--- src/rtl/sdkt_pkg.sv ---
// ----------------------------------------------------------------------------
// sdkt_pkg
// Shared types and constants for the sorted descending key table.
// ----------------------------------------------------------------------------
package sdkt_pkg;

   localparam int DEFAULT_TABLE_DEPTH = 16;
   localparam int KEY_WIDTH           = 34;
   localparam int PAYLOAD_WIDTH       = 32;
   localparam int MODE_WIDTH          = 2;
   localparam int COUNT_OUT_WIDTH     = 5;

   typedef enum logic [MODE_WIDTH-1:0] {
      MODE_INSERT = 2'd0,
      MODE_REMOVE = 2'd1,
      MODE_SEARCH = 2'd2,
      MODE_CLEAR  = 2'd3
   } mode_type;

   typedef struct packed {
      logic [MODE_WIDTH-1:0]    mode;
      logic [KEY_WIDTH-1:0]     key;
      logic [PAYLOAD_WIDTH-1:0] payload;
   } req_type;

   typedef struct packed {
      logic                       ok;
      logic                       found;
      logic [PAYLOAD_WIDTH-1:0]   payload_out;
      logic [COUNT_OUT_WIDTH-1:0] entry_count;
   } rsp_type;

   typedef enum logic {
      ST_IDLE   = 1'b0,
      ST_UPDATE = 1'b1
   } ctrl_state_type;

   // Commands from the controller to the datapath.
   typedef struct packed {
      logic capture;  // latch the request and the per-slot compare results
      logic commit;   // apply the operation to the table and issue the result
   } dp_cmd_type;

endpackage : sdkt_pkg

--- src/rtl/sdkt_ctrl.sv ---
// ----------------------------------------------------------------------------
// sdkt_ctrl
// Two-state controller: accepts a transaction, then commits it.
// ----------------------------------------------------------------------------
module sdkt_ctrl (
   input  logic                   clock,
   input  logic                   reset,
   input  logic                   start,
   output logic                   busy,
   output sdkt_pkg::dp_cmd_type   cmd
);
   import sdkt_pkg::*;

   ctrl_state_type state_ff;
   ctrl_state_type state_in;

   always_ff @(posedge clock) begin
      if (reset) begin
         state_ff <= ST_IDLE;
      end else begin
         state_ff <= state_in;
      end
   end

   always_comb begin
      state_in    = state_ff;
      busy        = 1'b0;
      cmd.capture = 1'b0;
      cmd.commit  = 1'b0;
      unique case (state_ff)
         ST_IDLE: begin
            cmd.capture = start;
            if (start) begin
               state_in = ST_UPDATE;
            end
         end
         ST_UPDATE: begin
            busy       = 1'b1;
            cmd.commit = 1'b1;
            state_in   = ST_IDLE;
         end
         default: begin
            state_in = ST_IDLE;
         end
      endcase
   end

endmodule : sdkt_ctrl

--- src/rtl/sdkt_datapath.sv ---
// ----------------------------------------------------------------------------
// sdkt_datapath
// Register table of keys and payloads with per-slot compare and shift cells.
// ----------------------------------------------------------------------------
module sdkt_datapath #(
   parameter int TABLE_DEPTH = sdkt_pkg::DEFAULT_TABLE_DEPTH
) (
   input  logic                 clock,
   input  logic                 reset,
   input  sdkt_pkg::dp_cmd_type cmd,
   input  sdkt_pkg::req_type    req_data,
   output logic                 rsp_valid,
   output sdkt_pkg::rsp_type    rsp_data
);
   import sdkt_pkg::*;

   localparam int CW = $clog2(TABLE_DEPTH + 1);

   logic [KEY_WIDTH-1:0]     key_ff [TABLE_DEPTH];
   logic [KEY_WIDTH-1:0]     key_in [TABLE_DEPTH];
   logic [PAYLOAD_WIDTH-1:0] pay_ff [TABLE_DEPTH];
   logic [PAYLOAD_WIDTH-1:0] pay_in [TABLE_DEPTH];
   logic [CW-1:0]            count_ff;
   logic [CW-1:0]            count_in;
   req_type                  req_ff;
   logic [TABLE_DEPTH-1:0]   gtv_ff;
   logic [TABLE_DEPTH-1:0]   gtv_in;
   logic [TABLE_DEPTH-1:0]   match_ff;
   logic [TABLE_DEPTH-1:0]   match_in;
   logic [TABLE_DEPTH-1:0]   slot_valid;
   logic [TABLE_DEPTH-1:0]   ins_here;
   logic                     rsp_valid_ff;
   rsp_type                  rsp_ff;
   rsp_type                  rsp_in;
   logic                     found;
   logic                     full;
   logic                     insert_do;
   logic                     remove_do;
   logic [PAYLOAD_WIDTH-1:0] hit_payload;

   // Slot validity and the compare of the incoming key against every slot.
   always_comb begin
      for (int i = 0; i < TABLE_DEPTH; i++) begin
         slot_valid[i] = CW'(i) < count_ff;
         gtv_in[i]     = slot_valid[i] && (key_ff[i] > req_data.key);
         match_in[i]   = slot_valid[i] && (key_ff[i] == req_data.key);
      end
   end

   assign found     = |match_ff;
   assign full      = count_ff == CW'(TABLE_DEPTH);
   assign insert_do = (req_ff.mode == MODE_INSERT) && !found && !full;
   assign remove_do = (req_ff.mode == MODE_REMOVE) && found;

   // The insert position is the first slot not holding a larger key.
   assign ins_here[0] = !gtv_ff[0];

   genvar g;
   generate
      for (g = 1; g < TABLE_DEPTH; g++) begin : g_ins
         assign ins_here[g] = !gtv_ff[g] && gtv_ff[g-1];
      end

      for (g = 0; g < TABLE_DEPTH; g++) begin : g_cell
         always_comb begin
            key_in[g] = key_ff[g];
            pay_in[g] = pay_ff[g];
            if (insert_do) begin
               if (ins_here[g]) begin
                  key_in[g] = req_ff.key;
                  pay_in[g] = req_ff.payload;
               end else if (g > 0) begin
                  if (slot_valid[(g > 0) ? g - 1 : 0] && !gtv_ff[(g > 0) ? g - 1 : 0]) begin
                     key_in[g] = key_ff[(g > 0) ? g - 1 : 0];
                     pay_in[g] = pay_ff[(g > 0) ? g - 1 : 0];
                  end
               end
            end else if (remove_do) begin
               if (g < TABLE_DEPTH - 1) begin
                  if (slot_valid[g] && !gtv_ff[g]) begin
                     key_in[g] = key_ff[(g < TABLE_DEPTH - 1) ? g + 1 : g];
                     pay_in[g] = pay_ff[(g < TABLE_DEPTH - 1) ? g + 1 : g];
                  end
               end
            end
         end
      end
   endgenerate

   // Payload of the matching slot; at most one slot can match.
   always_comb begin
      hit_payload = '0;
      for (int i = 0; i < TABLE_DEPTH; i++) begin
         hit_payload = hit_payload | (match_ff[i] ? pay_ff[i] : '0);
      end
   end

   always_comb begin
      count_in = count_ff;
      if (req_ff.mode == MODE_CLEAR) begin
         count_in = '0;
      end else if (insert_do) begin
         count_in = count_ff + CW'(1);
      end else if (remove_do) begin
         count_in = count_ff - CW'(1);
      end
      rsp_in.ok          = insert_do || remove_do || (req_ff.mode == MODE_CLEAR);
      rsp_in.found       = found && (req_ff.mode != MODE_CLEAR);
      rsp_in.payload_out = (req_ff.mode == MODE_SEARCH) ? hit_payload : '0;
      rsp_in.entry_count = COUNT_OUT_WIDTH'(count_in);
   end

   always_ff @(posedge clock) begin
      if (reset) begin
         count_ff     <= '0;
         rsp_valid_ff <= 1'b0;
      end else begin
         rsp_valid_ff <= cmd.commit;
         if (cmd.commit) begin
            count_ff <= count_in;
         end
      end
   end

   always_ff @(posedge clock) begin
      if (cmd.capture) begin
         req_ff   <= req_data;
         gtv_ff   <= gtv_in;
         match_ff <= match_in;
      end
      if (cmd.commit) begin
         rsp_ff <= rsp_in;
         for (int i = 0; i < TABLE_DEPTH; i++) begin
            key_ff[i] <= key_in[i];
            pay_ff[i] <= pay_in[i];
         end
      end
   end

   assign rsp_valid = rsp_valid_ff;
   assign rsp_data  = rsp_ff;

endmodule : sdkt_datapath

--- src/rtl/sorted_descending_key_table_core.sv ---
// ----------------------------------------------------------------------------
// sorted_descending_key_table_core
// Fixed-capacity table of unique keys kept in descending order, with payloads.
// ----------------------------------------------------------------------------
// Usage. A transaction is offered on req_data with start held high; it is
// taken at the rising edge where start is high and busy is low. The request
// carries a mode (insert, remove, search or clear), a 34-bit key and a
// 32-bit payload that is only stored by an insert.
// In the cycle of acceptance every occupied slot compares its key with the
// request key in parallel, and those compare results are registered. The
// next cycle, while busy is high, each slot takes its own, its neighbour's
// or the new entry, so the table shifts in a single step.
// Every transaction returns exactly one result: rsp_valid rises at the edge
// after the accepting edge and stays high for one cycle, so the result is
// taken while rsp_valid is high, with ok, found, payload_out and entry_count
// on rsp_data. The receiver cannot hold a result off; the result register
// is written only once per transaction, so nothing is lost.
// A transaction has a compare phase followed by a table update phase, and
// no new request is taken during the update, while busy is high; a new
// request may be taken in the same cycle that the previous result is shown.
// Reset is synchronous and active high: it empties the table at once by
// clearing the entry count. Slot contents are not cleared, as only slots
// below the count are ever read.
// ----------------------------------------------------------------------------
module sorted_descending_key_table_core #(
   parameter int TABLE_DEPTH = sdkt_pkg::DEFAULT_TABLE_DEPTH
) (
   input  logic              clock,
   input  logic              reset,
   input  logic              start,
   output logic              busy,
   input  sdkt_pkg::req_type req_data,
   output logic              rsp_valid,
   output sdkt_pkg::rsp_type rsp_data
);
   import sdkt_pkg::*;

   // Command bundle from the controller to the datapath.
   dp_cmd_type dp_cmd;

   // The controller only sequences the two phases of a transaction.
   sdkt_ctrl u_ctrl (
      .clock (clock),
      .reset (reset),
      .start (start),
      .busy  (busy),
      .cmd   (dp_cmd)
   );

   // The datapath holds the table, the entry count and the result register.
   sdkt_datapath #(
      .TABLE_DEPTH (TABLE_DEPTH)
   ) u_datapath (
      .clock     (clock),
      .reset     (reset),
      .cmd       (dp_cmd),
      .req_data  (req_data),
      .rsp_valid (rsp_valid),
      .rsp_data  (rsp_data)
   );

endmodule : sorted_descending_key_table_core

--- config.mk ---
export PLATFORM = sky130hd
export DESIGN_NAME = sorted_descending_key_table_core
export DESIGN_NICKNAME = d
export VERILOG_FILES = /design/src/rtl/sdkt_pkg.sv /design/src/rtl/sdkt_ctrl.sv /design/src/rtl/sdkt_datapath.sv /design/src/rtl/sorted_descending_key_table_core.sv
export SDC_FILE = /design/constraint.sdc
export NUM_CORES = 2
export LEC_CHECK = 0
export ABC_AREA = 0
export ABC_CLOCK_PERIOD_IN_PS = 10900
export BUFFER_PORTS_ARGS = -buffer_cell sky130_fd_sc_hd__buf_2
export CORE_ASPECT_RATIO = 0.5
export CORE_MARGIN = 8
export CORE_UTILIZATION = 45
export DETAILED_ROUTE_END_ITERATION = 8
export HOLD_SLACK_MARGIN = 0.06
export MAX_ROUTING_LAYER = met4
export PLACE_DENSITY = 0.69
export SETUP_SLACK_MARGIN = 0.2
export SYNTH_ARGS = -nofsm -noshare
export SYNTH_HDL_FRONTEND = slang
export SYNTH_SLANG_ARGS = --single-unit
--- constraint.sdc ---
create_clock -name clock -period 10.9 [get_ports clock]
set_input_delay 0.545 -clock clock [delete_from_list [all_inputs] [get_ports clock]]
set_output_delay 0.545 -clock clock [all_outputs]
set_load 0.01 [all_outputs]
* Word-level counts from Yosys, hierarchy flattened
Memories as Yosys holds them, arrays and structs flattened. Cells that the tools add are included. W data, S select, Z words.
Cells by class: bitwise logic cells 16, multiplexer cells 179, $add $sub $neg 2, reductions and logical operators 88, $lt $le $gt $ge 32, eq/ne operators 21
Operator list (count):
- $mux W32 | 93
- $mux W34 | 77
- $eq A34 B34 Y1 | 16
- $gt A34 B34 Y1 | 16
- $or A32 B32 Y32 | 15
- $logic_and A1 B1 Y1 | 66
- $lt A4 B5 Y1 const A | 8
- $lt A3 B5 Y1 const A | 4
- $logic_not A1 Y1 | 18
- $reduce_or A16 Y1 | 1
- $mux W5 | 3
- $lt A1 B5 Y1 const A | 2
- $lt A2 B5 Y1 const A | 2
- $add A5 B1 Y5 const B | 1
- $eq A5 B5 Y1 const B | 1
- $mux W1 | 5
- $sub A5 B1 Y5 const B | 1
- $eq A2 B2 Y1 const B | 2
- $eq A2 B1 Y1 const B | 1
- $logic_not A2 Y1 | 1
- $logic_or A1 B1 Y1 | 2
- $ne A2 B2 Y1 const B | 1
- $pmux W1 S2 | 1
- $not A1 Y1 | 1
Word-level totals: RAM bits 1056, input bits 71, register bits after elaboration 146, output and inout bits 41, word-level logic and storage cells 352, memories kept 2
Memory list:
- u_datapath.key_ff | depth 16, bits a word 34, rd ports 16, clocked after memory_dff 0, wr ports 16, RTL line sdkt_datapath.sv:19 | logic [KEY_WIDTH-1:0] key_ff [TABLE_DEPTH];
- u_datapath.pay_ff | depth 16, bits a word 32, rd ports 16, clocked after memory_dff 0, wr ports 16, RTL line sdkt_datapath.sv:21 | logic [PAYLOAD_WIDTH-1:0] pay_ff [TABLE_DEPTH];

* Depth between registers and ports, before layout
word-level depth 16, depth in mapped cells 11, depth with buffers taken out 8

* Cells and area by module
From an unflattened synthesis, not the netlist that was laid out.
Second synthesis, totals: cell total of the unflattened synthesis 6681, area total of the unflattened synthesis 72376.9 um^2
Modules (own cells, without submodules):
- sdkt_datapath | cells an instance 6676, sequential area each 36004.5 um^2, times used 1, area an instance 72323.1 um^2
- sdkt_ctrl | cells an instance 5, sequential area each 20.0 um^2, times used 1, area an instance 53.8 um^2

* Worst setup path before layout
No wires, ideal clock.
path kind register to register, start point reg u_datapath.match_ff[7] (netlist name), end point mem u_datapath.key_ff[1][0], in the netlist u_datapath.key_ff[0][34], enable pin, period minus slack after synthesis 7.646 ns, buffers on the path 4, library setup time 0.589 ns, arrival time 7.057 ns, cell stages (with the launch flop) 10, data required time 10.311 ns, setup slack 3.254 ns, cell sequence edfxtp_1 -> clkbuf_1 -> or4_4 -> nor4_4 -> nand3_2 -> buf_4 -> buf_6 -> buf_6 -> o21a_1 -> a211oi_1
RTL lines (RTL line):
- end, declared | sdkt_datapath.sv:19

==> results.md <==
* Status: complete, but fails checks
* Failing checks: design-rule violations
* Root buf cell: clkbuf_16
* Worst Min Path Start: reset
* Slew Viols, Final at 0
* TritonCTS clock tree: done
* Final RePlAce weighted congestion at 0.9652
* Hold Slack at 135.4 ps
* Crit-path cells: buf_4 > or4_4 > nor4_4 > and3_4 > o21ai_4 > buf_4 > nor2_4 > buf_4
* Number of flops mapped to enable cells by yosys at 1,195
* Synth top area share at 49.64%
* Critical path type: reg2reg
* Cells after synthesis at 6,900
* Mapped Avg Cell Area at 10.48 sq um
* DRC at 1
* Initial core utilization at 45.13%
* Ports at 112
* Post-CTS sizing at 0
* Fin crit period at 5534 ps
* Final period utilization at 50.77%
* Largest net degree at the start of global routing at 283
* Rows at 104
* Pre-antenna DRT Iters at 9
* DR vias at 57,470
* Routed len/inst at 26.72 um
* Die Span X at 582.8 um
* Unrepaired setup endpoints after global routing: no
* Via density per instance at 6.343
* Peak supply drop at 0.1331 mV
* Busiest layer in global routing: met2
* Slowest CP cell: and3_4
* Layout net count at 7,405
* Syn-to-layout area delta at 9.141%
* CP startpoint kind: flop
* Crit-path max FO at 86
* Worst skew pair latency at 770 ps
* Final setup fails at 0
* First-pass GRT wire length at 355.2 mm
* Sequential share of the synthesized area at 49.84%
* Initial antenna violation count at 10
* Final antenna-violating net count at 0
* H-tree levels at 3
* Total wire length at 242.1 mm
* Skew final at 33.68 ps
* WP data arrival at 5920 ps
* Post-placement cell area at 74,590 sq um
* Initial DRC count at 7,980
* GRT met2 Usage at 41.06%
* Grt met3 use at 5.434%
* Worst slew pin tran at 1249 ps
* Setup Buffers After CTS at 0
* Number of global-route vias before repair at 54,560
* Num CTS Buffers at 116
* CP Launch Point: u_datapath.match_ff[4]
* Distinct cells, synth at 62
* Slew margin rel. at 16.41%
* Hold Vio Cnt, Final at 0
* Post-route design area at 78,890 sq um
* Critical Path RT at 11,290 ps
* Synth warn at 0
* Clock Path Buffers at 3
* Setup TNS at 0 ps
* Gr usage total at 27.28%
* Hold-fix buffers, CTS at 67
* Die Ht at 299.4 um
* Crit path top cell by count: buf_4
* Die Area at 174,500 sq um
* Mapped Nets at 7,518
* Synth Register Bits at 1,202
* RR Startpoint: u_datapath.match_ff[4]
* Dpl hpwl at 153.6 mm
* Total core area at 160,200 sq um
* Max-cap viol count at 0
* Leading area contributor after synthesis: edfxtp_1
* Max Fclk at 180.7 MHz
* M1 GR Usage at 36.18%
* Port bufs at 111
* Min-Delay Path Class: in2reg
* Ys flop type: edfxtp_1
* Worst-path clk slew at 70 ps
* CP Capture Type: flop
* Pwr dens at 128.3 nW/um^2
* Synth top area cells: edfxtp_1 50%, mux2i_1 10%, ha_1 9.5%, nand2_1 7.3%, o21ai_0 5.7%
* Leak pwr at 33.83 nW
* Clk sinks at 1,202
* Post-synth design cell area at 72,290 sq um
* Total congestion overflow at 0
* Fraction of registers with async set/reset at 0%
* Fraction of layout instances using a drive strength above 1 at 6.917%
* CP max stage delay at 990 ps
==> sequential cells by signal (all words and copies together), names as in the netlist <==
signal / count
u_ctrl.state_ff: 1
u_datapath.count_ff: 5
u_datapath.gtv_ff: 16
u_datapath.key_ff: 544
u_datapath.match_ff: 16
u_datapath.pay_ff: 512
u_datapath.req_ff: 68
u_datapath.rsp_data: 39
u_datapath.rsp_valid: 1
==> metal layers <==
metal | wire [um] | up-vias
met5 | 0 | -
met4 | 11490 | 0
met3 | 25860 | 655
met2 | 106600 | 3448
met1 | 98110 | 27770
li1 | - | 25600
==> worst paths after layout <==
kind / to / slack (ps) / cells past startpoint
min: u_datapath.rsp_valid / 140 / 2
max: u_datapath.key_ff[1][188] / 5370 / 8
max reg2reg: u_datapath.key_ff[1][188] / 5370 / 8
min reg2reg: u_datapath.pay_ff[1][213] / 560 / 2
==> cell type report <==
cell class                      count  area, sq um
Antenna cell                        5        12.51
Clock buffer                      143         3047
Clock inverter                     70        574.3
Fill cell                       14340        81290
Inverter                           79        296.5
Multi-Input combinational cell   5119        34260
Sequential cell                  1202        36030
Tap cell                         2173         2719
Timing Repair Buffer              269         1959
==> placed cells by master (no fill, tap or decap), drive strengths merged, types with 34 or more instances in the layout <==
cell type / instances
clkinv: 60
a21oi: 194
edfxtp: 1195
dlygate4sd3: 67
and3: 48
a22oi: 64
o21ai: 826
ha: 547
a31oi: 247
a211oi: 34
nand3: 48
buf: 202
a221oi: 104
inv: 79
a22o: 97
nor2: 290
mux2: 66
a21o: 116
nand2: 1400
nand4: 102
clkbuf: 143
mux2i: 730
==> metrics by stage <==
stage	std cells	power [mW]	util [%]	setup slack [ps]
2_1_floorplan	6900	5.791	-	3254
3_3_place_gp	8775	6.108	46.56	5505
3_5_place_dp	8775	6.128	46.56	5456
4_1_cts	9055	10.11	49.24	5440
5_1_grt	9060	10.35	49.25	5156
6_report	9060	10.12	49.25	5366
==> cell usage after synthesis (all sizes together) (34+ instances only) <==
master,instances
o21ai,826
mux2i,730
a21oi,194
ha,547
a22oi,64
a221oi,104
inv,78
and3,48
nand3,48
nand2,1400
clkbuf,396
a211oi,34
mux2,66
buf,104
nand4,102
edfxtp,1195
nor2,290
a21o,116
a31oi,247
a22o,97
==> kinds of logic (layout without fill, tap and decap cells) <==
group	after synthesis	in the layout	share of synthesized area, %
compound gates	1744	1744	14.58
xor+xnor	2	2	0.02424
fa+ha+maj	547	547	9.468
buf+inv	579	561	3.233
flops	1202	1202	49.84
mux	796	796	11.14
other cells	0	5	0
simple gates	2030	2030	11.72
==> power by group <==
part | leakage (nW) | total (mW) | switching (mW) | internal (mW)
Clock | 1.77 | 4.04 | 1.89 | 2.15
Combinational | 21.2 | 0.903 | 0.573 | 0.330
Sequential | 10.9 | 5.18 | 0.106 | 5.07
==> worst max-delay path, delay by kind of cell (launching register included) <==
family	cells	cell delay [ps]
AOI/OAI and AO/OA	1	350
buffers and inverters	3	1460
DFF	1	360
and+or+nand+nor	4	2890
(Power assumes the default switching activity.)
